--- src/hw/rtl/bidq_pkg.sv ---
// Package for the bounded indexed deque: request codes, payload structs,
// controller/datapath command and status types. No dependencies.
package bidq_pkg;

    localparam int CAPACITY_DEF   = 64;
    localparam int DATA_WIDTH_DEF = 32;

    localparam logic [2:0] REQ_PUSH_FRONT = 3'd0;
    localparam logic [2:0] REQ_PUSH_BACK  = 3'd1;
    localparam logic [2:0] REQ_POP_FRONT  = 3'd2;
    localparam logic [2:0] REQ_POP_BACK   = 3'd3;
    localparam logic [2:0] REQ_INSERT     = 3'd4;
    localparam logic [2:0] REQ_REMOVE     = 3'd5;
    localparam logic [2:0] REQ_READ       = 3'd6;

    typedef struct packed {
        logic [2:0]         req_type;
        logic signed [31:0] value;
        logic [6:0]         position;
    } req_t;

    typedef struct packed {
        logic               status;
        logic signed [31:0] read_value;
        logic [6:0]         element_total;
    } rsp_t;

    typedef struct packed {
        logic start;       // latch request, evaluate
        logic shift_rd;    // read store at shift source
        logic shift_wr;    // write shifted word, advance cursor
        logic final_wr;    // do end write / pointer update
        logic read_rd;     // read at position
        logic finish;      // build response
    } cmd_t;

    typedef struct packed {
        logic fail;
        logic need_shift;  // insert/remove with elements to move
        logic shift_last;  // current shift step is the last one
        logic is_read;
    } sts_t;

endpackage

--- src/hw/rtl/bidq_datapath.sv ---
// Datapath: element store, front pointer, count, shift cursor and response.
// Depends on bidq_pkg.
module bidq_datapath import bidq_pkg::*; #(
    parameter int CAPACITY   = CAPACITY_DEF,
    parameter int DATA_WIDTH = DATA_WIDTH_DEF
) (
    input  logic aclk,
    input  logic aresetn,
    input  req_t req,
    input  cmd_t cmd,
    output sts_t sts,
    output rsp_t rsp
);
    localparam int AW = $clog2(CAPACITY);
    localparam int CW = $clog2(CAPACITY + 1);

    logic [DATA_WIDTH-1:0] mem [CAPACITY];
    logic [DATA_WIDTH-1:0] rdata_reg;
    logic [AW-1:0] front_reg, front_next;
    logic [CW-1:0] count_reg, count_next;
    logic [CW-1:0] cur_reg, cur_next;
    logic [2:0]    type_reg;
    logic [DATA_WIDTH-1:0] data_reg;
    logic [CW-1:0] pos_reg;
    logic          fail_reg, fail_next;
    logic          rd_ok_reg;
    rsp_t          rsp_reg, rsp_next;

    logic          pos_big;
    logic [CW-1:0] pos_w;
    logic          full, empty;
    logic [AW-1:0] rd_addr, wr_addr, fin_addr;
    logic [CW-1:0] src_idx, fin_idx;

    // f < CAPACITY and i <= CAPACITY, so one conditional subtract wraps the sum
    function automatic logic [AW-1:0] slot(input logic [AW-1:0] f, input logic [CW-1:0] i);
        logic [AW+CW:0] s;
        s = {{(CW+1){1'b0}}, f} + {{(AW+1){1'b0}}, i};
        if (s >= (AW+CW+1)'(CAPACITY)) s = s - (AW+CW+1)'(CAPACITY);
        return s[AW-1:0];
    endfunction

    always_comb begin
        pos_big = 1'b0;
        for (int b = CW; b < 7; b++) if (req.position[b]) pos_big = 1'b1;
        pos_w = CW'(req.position);
    end

    assign full  = (count_reg == CW'(CAPACITY));
    assign empty = (count_reg == '0);

    always_comb begin
        fail_next = fail_reg;
        if (cmd.start) begin
            case (req.req_type)
                REQ_PUSH_FRONT, REQ_PUSH_BACK: fail_next = full;
                REQ_POP_FRONT, REQ_POP_BACK:   fail_next = empty;
                REQ_INSERT: fail_next = full || pos_big || (pos_w > count_reg);
                REQ_REMOVE, REQ_READ: fail_next = pos_big || (pos_w >= count_reg);
                default: fail_next = 1'b1;
            endcase
        end
    end

    // shift source index: insert moves cur-1 -> cur, remove moves cur+1 -> cur
    assign src_idx = (type_reg == REQ_INSERT) ? cur_reg - 1'b1 : cur_reg + 1'b1;
    assign rd_addr = cmd.read_rd ? slot(front_reg, pos_reg) : slot(front_reg, src_idx);
    assign wr_addr = slot(front_reg, cur_reg);

    assign sts.fail       = fail_reg;
    assign sts.is_read    = (type_reg == REQ_READ);
    assign sts.need_shift = (type_reg == REQ_INSERT) ? (count_reg > pos_reg)
                          : (type_reg == REQ_REMOVE) ? (count_reg - 1'b1 > pos_reg) : 1'b0;
    assign sts.shift_last = (type_reg == REQ_INSERT) ? (cur_reg - 1'b1 == pos_reg)
                          : (cur_reg + CW'(2) == count_reg);

    assign fin_idx = (type_reg == REQ_PUSH_BACK) ? count_reg : pos_reg;
    assign fin_addr = (type_reg == REQ_PUSH_FRONT) ? front_next : slot(front_reg, fin_idx);

    always_comb begin
        front_next = front_reg;
        count_next = count_reg;
        if (cmd.final_wr && !fail_reg) begin
            case (type_reg)
                REQ_PUSH_FRONT: begin
                    front_next = (front_reg == '0) ? AW'(CAPACITY - 1) : front_reg - 1'b1;
                    count_next = count_reg + 1'b1;
                end
                REQ_PUSH_BACK, REQ_INSERT: count_next = count_reg + 1'b1;
                REQ_POP_FRONT: begin
                    front_next = (front_reg == AW'(CAPACITY - 1)) ? '0 : front_reg + 1'b1;
                    count_next = count_reg - 1'b1;
                end
                REQ_POP_BACK, REQ_REMOVE: count_next = count_reg - 1'b1;
                default: ;
            endcase
        end
    end

    always_comb begin
        cur_next = cur_reg;
        if (cmd.start)
            cur_next = (req.req_type == REQ_INSERT) ? count_reg : pos_w;
        else if (cmd.shift_wr)
            cur_next = (type_reg == REQ_INSERT) ? cur_reg - 1'b1 : cur_reg + 1'b1;
    end

    always_comb begin
        rsp_next = rsp_reg;
        if (cmd.finish) begin
            rsp_next.status        = fail_reg;
            rsp_next.read_value    = (rd_ok_reg && !fail_reg) ? 32'(signed'(rdata_reg)) : '0;
            rsp_next.element_total = 7'(count_reg);
        end
    end

    always_ff @(posedge aclk) begin
        if (!aresetn) begin
            front_reg <= '0;
            count_reg <= '0;
            fail_reg  <= 1'b0;
            rd_ok_reg <= 1'b0;
        end else begin
            front_reg <= front_next;
            count_reg <= count_next;
            fail_reg  <= fail_next;
            if (cmd.start) rd_ok_reg <= 1'b0;
            else if (cmd.read_rd) rd_ok_reg <= 1'b1;
        end
    end

    always_ff @(posedge aclk) begin
        cur_reg <= cur_next;
        rsp_reg <= rsp_next;
        if (cmd.start) begin
            type_reg <= req.req_type;
            data_reg <= DATA_WIDTH'(req.value);
            pos_reg  <= pos_w;
        end
    end

    always_ff @(posedge aclk) begin
        if (cmd.shift_rd || cmd.read_rd) rdata_reg <= mem[rd_addr];
        if (cmd.shift_wr) mem[wr_addr] <= rdata_reg;
        else if (cmd.final_wr && !fail_reg && (type_reg == REQ_PUSH_FRONT ||
                 type_reg == REQ_PUSH_BACK || type_reg == REQ_INSERT))
            mem[fin_addr] <= data_reg;
    end

    assign rsp = rsp_reg;
endmodule

--- src/hw/rtl/bidq_ctrl.sv ---
// Controller FSM: sequences evaluate, shift, final write, read and response.
// Depends on bidq_pkg.
module bidq_ctrl import bidq_pkg::*; (
    input  logic aclk,
    input  logic aresetn,
    input  logic s_valid,
    output logic s_ready,
    output logic m_valid,
    input  logic m_ready,
    input  sts_t sts,
    output cmd_t cmd
);
    localparam logic [2:0] ST_IDLE  = 3'd0;
    localparam logic [2:0] ST_EVAL  = 3'd1;
    localparam logic [2:0] ST_SRD   = 3'd2;
    localparam logic [2:0] ST_SWR   = 3'd3;
    localparam logic [2:0] ST_FIN   = 3'd4;
    localparam logic [2:0] ST_RESP  = 3'd5;
    localparam logic [2:0] ST_READ  = 3'd6;

    logic [2:0] state_reg, state_next;
    logic       mv_reg, mv_next;

    assign s_ready = (state_reg == ST_IDLE) && !mv_reg;
    assign m_valid = mv_reg;

    always_comb begin
        state_next = state_reg;
        mv_next    = mv_reg && !m_ready;
        cmd        = '0;
        case (state_reg)
            ST_IDLE: if (s_valid && s_ready) begin
                cmd.start  = 1'b1;
                state_next = ST_EVAL;
            end
            ST_EVAL: begin
                if (sts.fail)            state_next = ST_FIN;
                else if (sts.is_read)    state_next = ST_READ;
                else if (sts.need_shift) state_next = ST_SRD;
                else                     state_next = ST_FIN;
            end
            ST_SRD: begin
                cmd.shift_rd = 1'b1;
                state_next   = ST_SWR;
            end
            ST_SWR: begin
                cmd.shift_wr = 1'b1;
                state_next   = sts.shift_last ? ST_FIN : ST_SRD;
            end
            ST_READ: begin
                cmd.read_rd = 1'b1;
                state_next  = ST_FIN;
            end
            ST_FIN: begin
                cmd.final_wr = 1'b1;
                state_next   = ST_RESP;
            end
            ST_RESP: begin
                cmd.finish = 1'b1;
                mv_next    = 1'b1;
                state_next = ST_IDLE;
            end
            default: state_next = ST_IDLE;
        endcase
    end

    always_ff @(posedge aclk) begin
        if (!aresetn) begin
            state_reg <= ST_IDLE;
            mv_reg    <= 1'b0;
        end else begin
            state_reg <= state_next;
            mv_reg    <= mv_next;
        end
    end
endmodule

--- src/hw/rtl/bounded_indexed_deque_core.sv ---
// Channel   Ports                             Payload
// input     s_valid / s_ready / s_req         req_t
// result    m_valid / m_ready / m_rsp         rsp_t
// End requests and failures pass through evaluate, final write and response; reads
// add a store read, and insert and remove add a read and a write per moved element.
// One request in flight; a new request is taken once the result is taken.
// aresetn (sync, active low) clears pointer and count; store contents stay.
// Top level: instantiates bidq_ctrl and bidq_datapath, depends on bidq_pkg.
module bounded_indexed_deque_core import bidq_pkg::*; #(
    parameter int CAPACITY   = CAPACITY_DEF,
    parameter int DATA_WIDTH = DATA_WIDTH_DEF
) (
    input  logic aclk,
    input  logic aresetn,
    input  logic s_valid,
    output logic s_ready,
    input  req_t s_req,
    output logic m_valid,
    input  logic m_ready,
    output rsp_t m_rsp
);
    cmd_t cmd;
    sts_t sts;

    bidq_ctrl u_ctrl (
        .aclk(aclk), .aresetn(aresetn), .s_valid(s_valid), .s_ready(s_ready),
        .m_valid(m_valid), .m_ready(m_ready), .sts(sts), .cmd(cmd)
    );

    bidq_datapath #(.CAPACITY(CAPACITY), .DATA_WIDTH(DATA_WIDTH)) u_dp (
        .aclk(aclk), .aresetn(aresetn), .req(s_req), .cmd(cmd), .sts(sts), .rsp(m_rsp)
    );
endmodule

--- config.mk ---
export PLATFORM = sky130hd
export DESIGN_NAME = bounded_indexed_deque_core
export DESIGN_NICKNAME = d
export VERILOG_FILES = /design/src/hw/rtl/bidq_pkg.sv /design/src/hw/rtl/bidq_datapath.sv /design/src/hw/rtl/bidq_ctrl.sv /design/src/hw/rtl/bounded_indexed_deque_core.sv
export SDC_FILE = /design/constraint.sdc
export NUM_CORES = 2
export LEC_CHECK = 0
export BUFFER_PORTS_ARGS = -buffer_cell sky130_fd_sc_hd__buf_2
export CAP_MARGIN = 20
export CORE_MARGIN = 4
export CORE_UTILIZATION = 40
export CTS_BUF_LIST = sky130_fd_sc_hd__clkbuf_2 sky130_fd_sc_hd__clkbuf_4 sky130_fd_sc_hd__clkbuf_8
export DETAILED_ROUTE_END_ITERATION = 7
export PLACE_DENSITY = 0.59
export SYNTH_ARGS = -nofsm -noshare
export SYNTH_HDL_FRONTEND = slang
export SYNTH_SLANG_ARGS = --single-unit
--- constraint.sdc ---
create_clock -name aclk -period 11.5 [get_ports aclk]
set_clock_uncertainty 0.2 [all_clocks]
set_input_delay 0 -clock aclk [delete_from_list [all_inputs] [get_ports aclk]]
set_output_delay 0 -clock aclk [all_outputs]
set_load 0.005 [all_outputs]
==> metrics.md <==
| Metric | Value |
|---|---|
| Post CTS Setup Buffer Count | 0 |
| Nets | 5040 |
| Unrepaired setup endpoints after global routing | false |
| Final Hold Viols | 0 |
| Mapped Nets | 4558 |
| Psw | around 12 mW |
| Crit path required time | 12080 ps |
| Grt ovf | 0 |
| Multi-input gate area | 0.0206 mm2 |
| Crit path capture | u_dp.rdata_reg[8] |
| Layout Cells excl Fill | 8042 |
| Largest net degree at the start of global routing | roughly 140 |
| Achievable Freq | 156 MHz |
| Pre-CTS WS | 5150 ps |
| Status | complete, no violations |
| Num rows | 170 |
| First-pass GRT wire length | ~330000 um |
| Drt total wl | between 200000 and 250000 um |
| Register area | around 0.066 mm2 |
| Max reg flops | approximately 2k |
| CTS resizes | 0 |
| Register clock-pin slew on the reported worst setup and hold paths | 60 ps |
| Fill count | around 18k |
| Worst setup startpoint | u_dp.type_reg[1] |
| Avg WL per Cell | 28.9 um |
| Final setup viols | 0 |
| Gp weighted congestion | about 0.82 |
| Period minus WS final | 6410 ps |
| Via-per-instance ratio | between 5 and 6 |
| Share of layout cells above drive strength 1 | 0.275 |
| Reg2reg setup slack | 5090 ps |
| Clock Power Share | 0.218 |
| Clk_lat worst skew | 1060 ps |
| Die width | 474 um |
| Most used DFF post-synth | edfxtp_1 |
| IO Count | between 80 and 90 |
| Mapped Cells | 4462 |
| Critical R2R Capture | u_dp.rdata_reg[8] |
| Total CTS buffers | 365 |
| Reg2Reg Depth | 14 |
| Period utilization | 0.558 |
| Router iterations before antenna repair | 7 |
| Post-DP HPWL | roughly 120000 um |
| Starting Density | 0.403 |
| Final Core Density | 0.465 |
| Die area | approximately 0.22 mm2 |
| Max rail drop VDD | about 0.47 mV |
| Final max-slew violation count | 0 |
| Synth area leader | edfxtp_1 |
| I/O Buffers | 87 |
| Placeable Area | 0.215 mm2 |
| Placed Cells | 7266 |
| Hold WS | 145 ps |
| Critical R2R Launch | u_dp.type_reg[1] |
| DR DRC count | 0 |
| Worst slew pin tran | roughly 1100 ps |
| Sequential share of power | 0.341 |
| GRT Util Overall | 0.205 |
| Clock Sinks | around 2.2k |
| Internal | roughly 18 mW |
| Library cells used by synthesis | 81 |
| CTS tree | done |
| Commonest cells in the netlist | edfxtp_1 (2169), nand2_1 (575), mux4_2 (512), nand4_1 (166), clkbuf_1 (152) |
| Hold Path Class | primary input to flip-flop |
| CP Max Fanout | 119 |
| FF+latch count, synth | between 2k and 2.5k |
| Max Cap Violations | 0 |
| Synth Cell Area | just under 0.09 mm2 |
| Setup ws final | 5090 ps |
| Most common cell in the netlist | edfxtp_1 |
| Layout area overhead | 15.3% |
| Setup TNS Final | 0 ps |
| Root Driver | clkbuf_8 |
| Synthesized area per cell | 19.5 um2 |
| Ys Warns | 0 |
| Critical path launch point type | flip-flop |
| Initial drt markers | 4811 |
| CTS H-Tree Depth | 5 |
| Top cell type's share of synthesized area | 0.750 |
| Vias in the first global route | ~47k |
| Worst Setup End Kind | flip-flop |
| Pwr Density | between 300 and 400 mW/mm2 |
| Seq/Total Area, Yosys | 0.754 |
| Sw frac | 0.389 |
| Chip Height | 474 um |
| Final ANT Viol Nets | 0 |
| Antenna violations before repair | 7 |
| Vias post-DR | 46.3k |
| Combinational power share | 0.441 |
| Crit Path Category | flip-flop to flip-flop |
| Headroom to the max-slew limit | 0.232 |
| Leakage | 32.2 nW |
| CTS Hold Bufs | 131 |
| Async S/R FF share, synth | 0 |
| Post-synth EDFFs | 2169 |
| Arr. time, crit path | between 6000 and 7000 ps |
| Synth area leaders | edfxtp_1 (75%), mux4_2 (13%), nand2_1 (2.5%) |
| Clock tree buffer depth | 4 |
power groups by stage:
| stage | sequential, mW | clock [mW] | combinational (mW) |
|---|---|---|---|
| after floorplan | 10.3 | 0 | 8.62 |
| after global placement | 10.5 | 0 | 13.0 |
| after detailed placement | 10.5 | 0 | 13.1 |
| after CTS | 10.3 | 6.69 | 13.1 |
| after global routing | 10.3 | 7.07 | 14.2 |
| final | 10.3 | 6.54 | 13.2 |
routing by layer:
layer | wire length (um) | part of all wire | GRT usage
met2 | 113000 | 0.49 | 0.334
met1 | 95900 | 0.41 | 0.284
met3 | 16400 | 0.070 | 0.0362
met4 | 6690 | 0.029 | 0.0651
met5 | 0 | 0 | 0
kinds of logic after synthesis:
logic type                 synth area share
adders and majority gates           0.00746
AOI/OAI and AO/OA                    0.0203
DFF                                   0.754
buffers and inverters                0.0147
xor gates and xnor gates            0.00393
and+or+nand+nor                      0.0613
muxes                                 0.138
area by class of cell:
| type | instances | share of cell area |
|---|---|---|
| diodes | 5 | 0.000125 |
| clock buffers | 477 | 0.0590 |
| clock inverters | 145 | 0.00851 |
| repair buffers | 388 | 0.0352 |
| flip-flops and latches | 2188 | 0.654 |
| well taps | 2838 | 0.0355 |
| inverters | 33 | 0.00124 |
| multi-input cells | 1968 | 0.206 |
how the worst min path moves through the flow:
stage | from | endpoint | slack [ps] | cells after the start
floorplan | s_req[7] | u_dp.data_reg[0] | -100 | 0
global placement | s_req[24] | u_dp.data_reg[17] | -20 | 1
detailed placement | s_req[34] | u_dp.data_reg[27] | -20 | 1
CTS | s_req[41] | u_dp.type_reg[2] | 7 | 3
global route | s_req[41] | u_dp.type_reg[2] | 80 | 3
finish | s_req[41] | u_dp.type_reg[2] | 150 | 3
cells in the final DEF (no fill, tap or decap), drive strengths merged, types with 5 or more instances in the layout:
cell type / n
edfxtp: 2169
nand2: 584
mux4: 512
clkbuf: 477
buf: 257
nand4: 166
dlygate4sd3: 131
clkinv: 129
nand3: 86
nor3: 76
and2: 71
ha: 47
a31oi: 41
mux2i: 41
o21ai: 40
a2111oi: 39
nor2: 37
inv: 34
a311oi: 33
a21oi: 26
xnor2: 23
dfxtp: 19
xor2: 16
nor2b: 13
a211oi: 11
a21o: 10
and3: 10
bufinv: 9
nor4: 7
o21a: 6
clkinvlp: 6
nor3b: 6
diode: 5
or3: 5
through the flow:
step                      total power, mW  area (um2)
after global placement               23.4       91400
after global routing                 31.5      100000
after CTS                            30.1       99700
final                                30.0      100000
after detailed placement             23.5       91600
after floorplan                      19.0       86800
critical path, stage by stage, from the launching register on:
cell	delay, ps
edfxtp_1	660
nor3b_2	580
xnor2_1	170
nand2_1	100
o21a_1	170
inv_1	70
fa_4	1160
buf_12	600
buf_12	670
mux4_2	410
and2_0	160
a2111oi_0	410
a311oi_1	150
a31oi_1	270
mux2i_1	100
No activity file was read; power rests on OpenSTA's default activity.
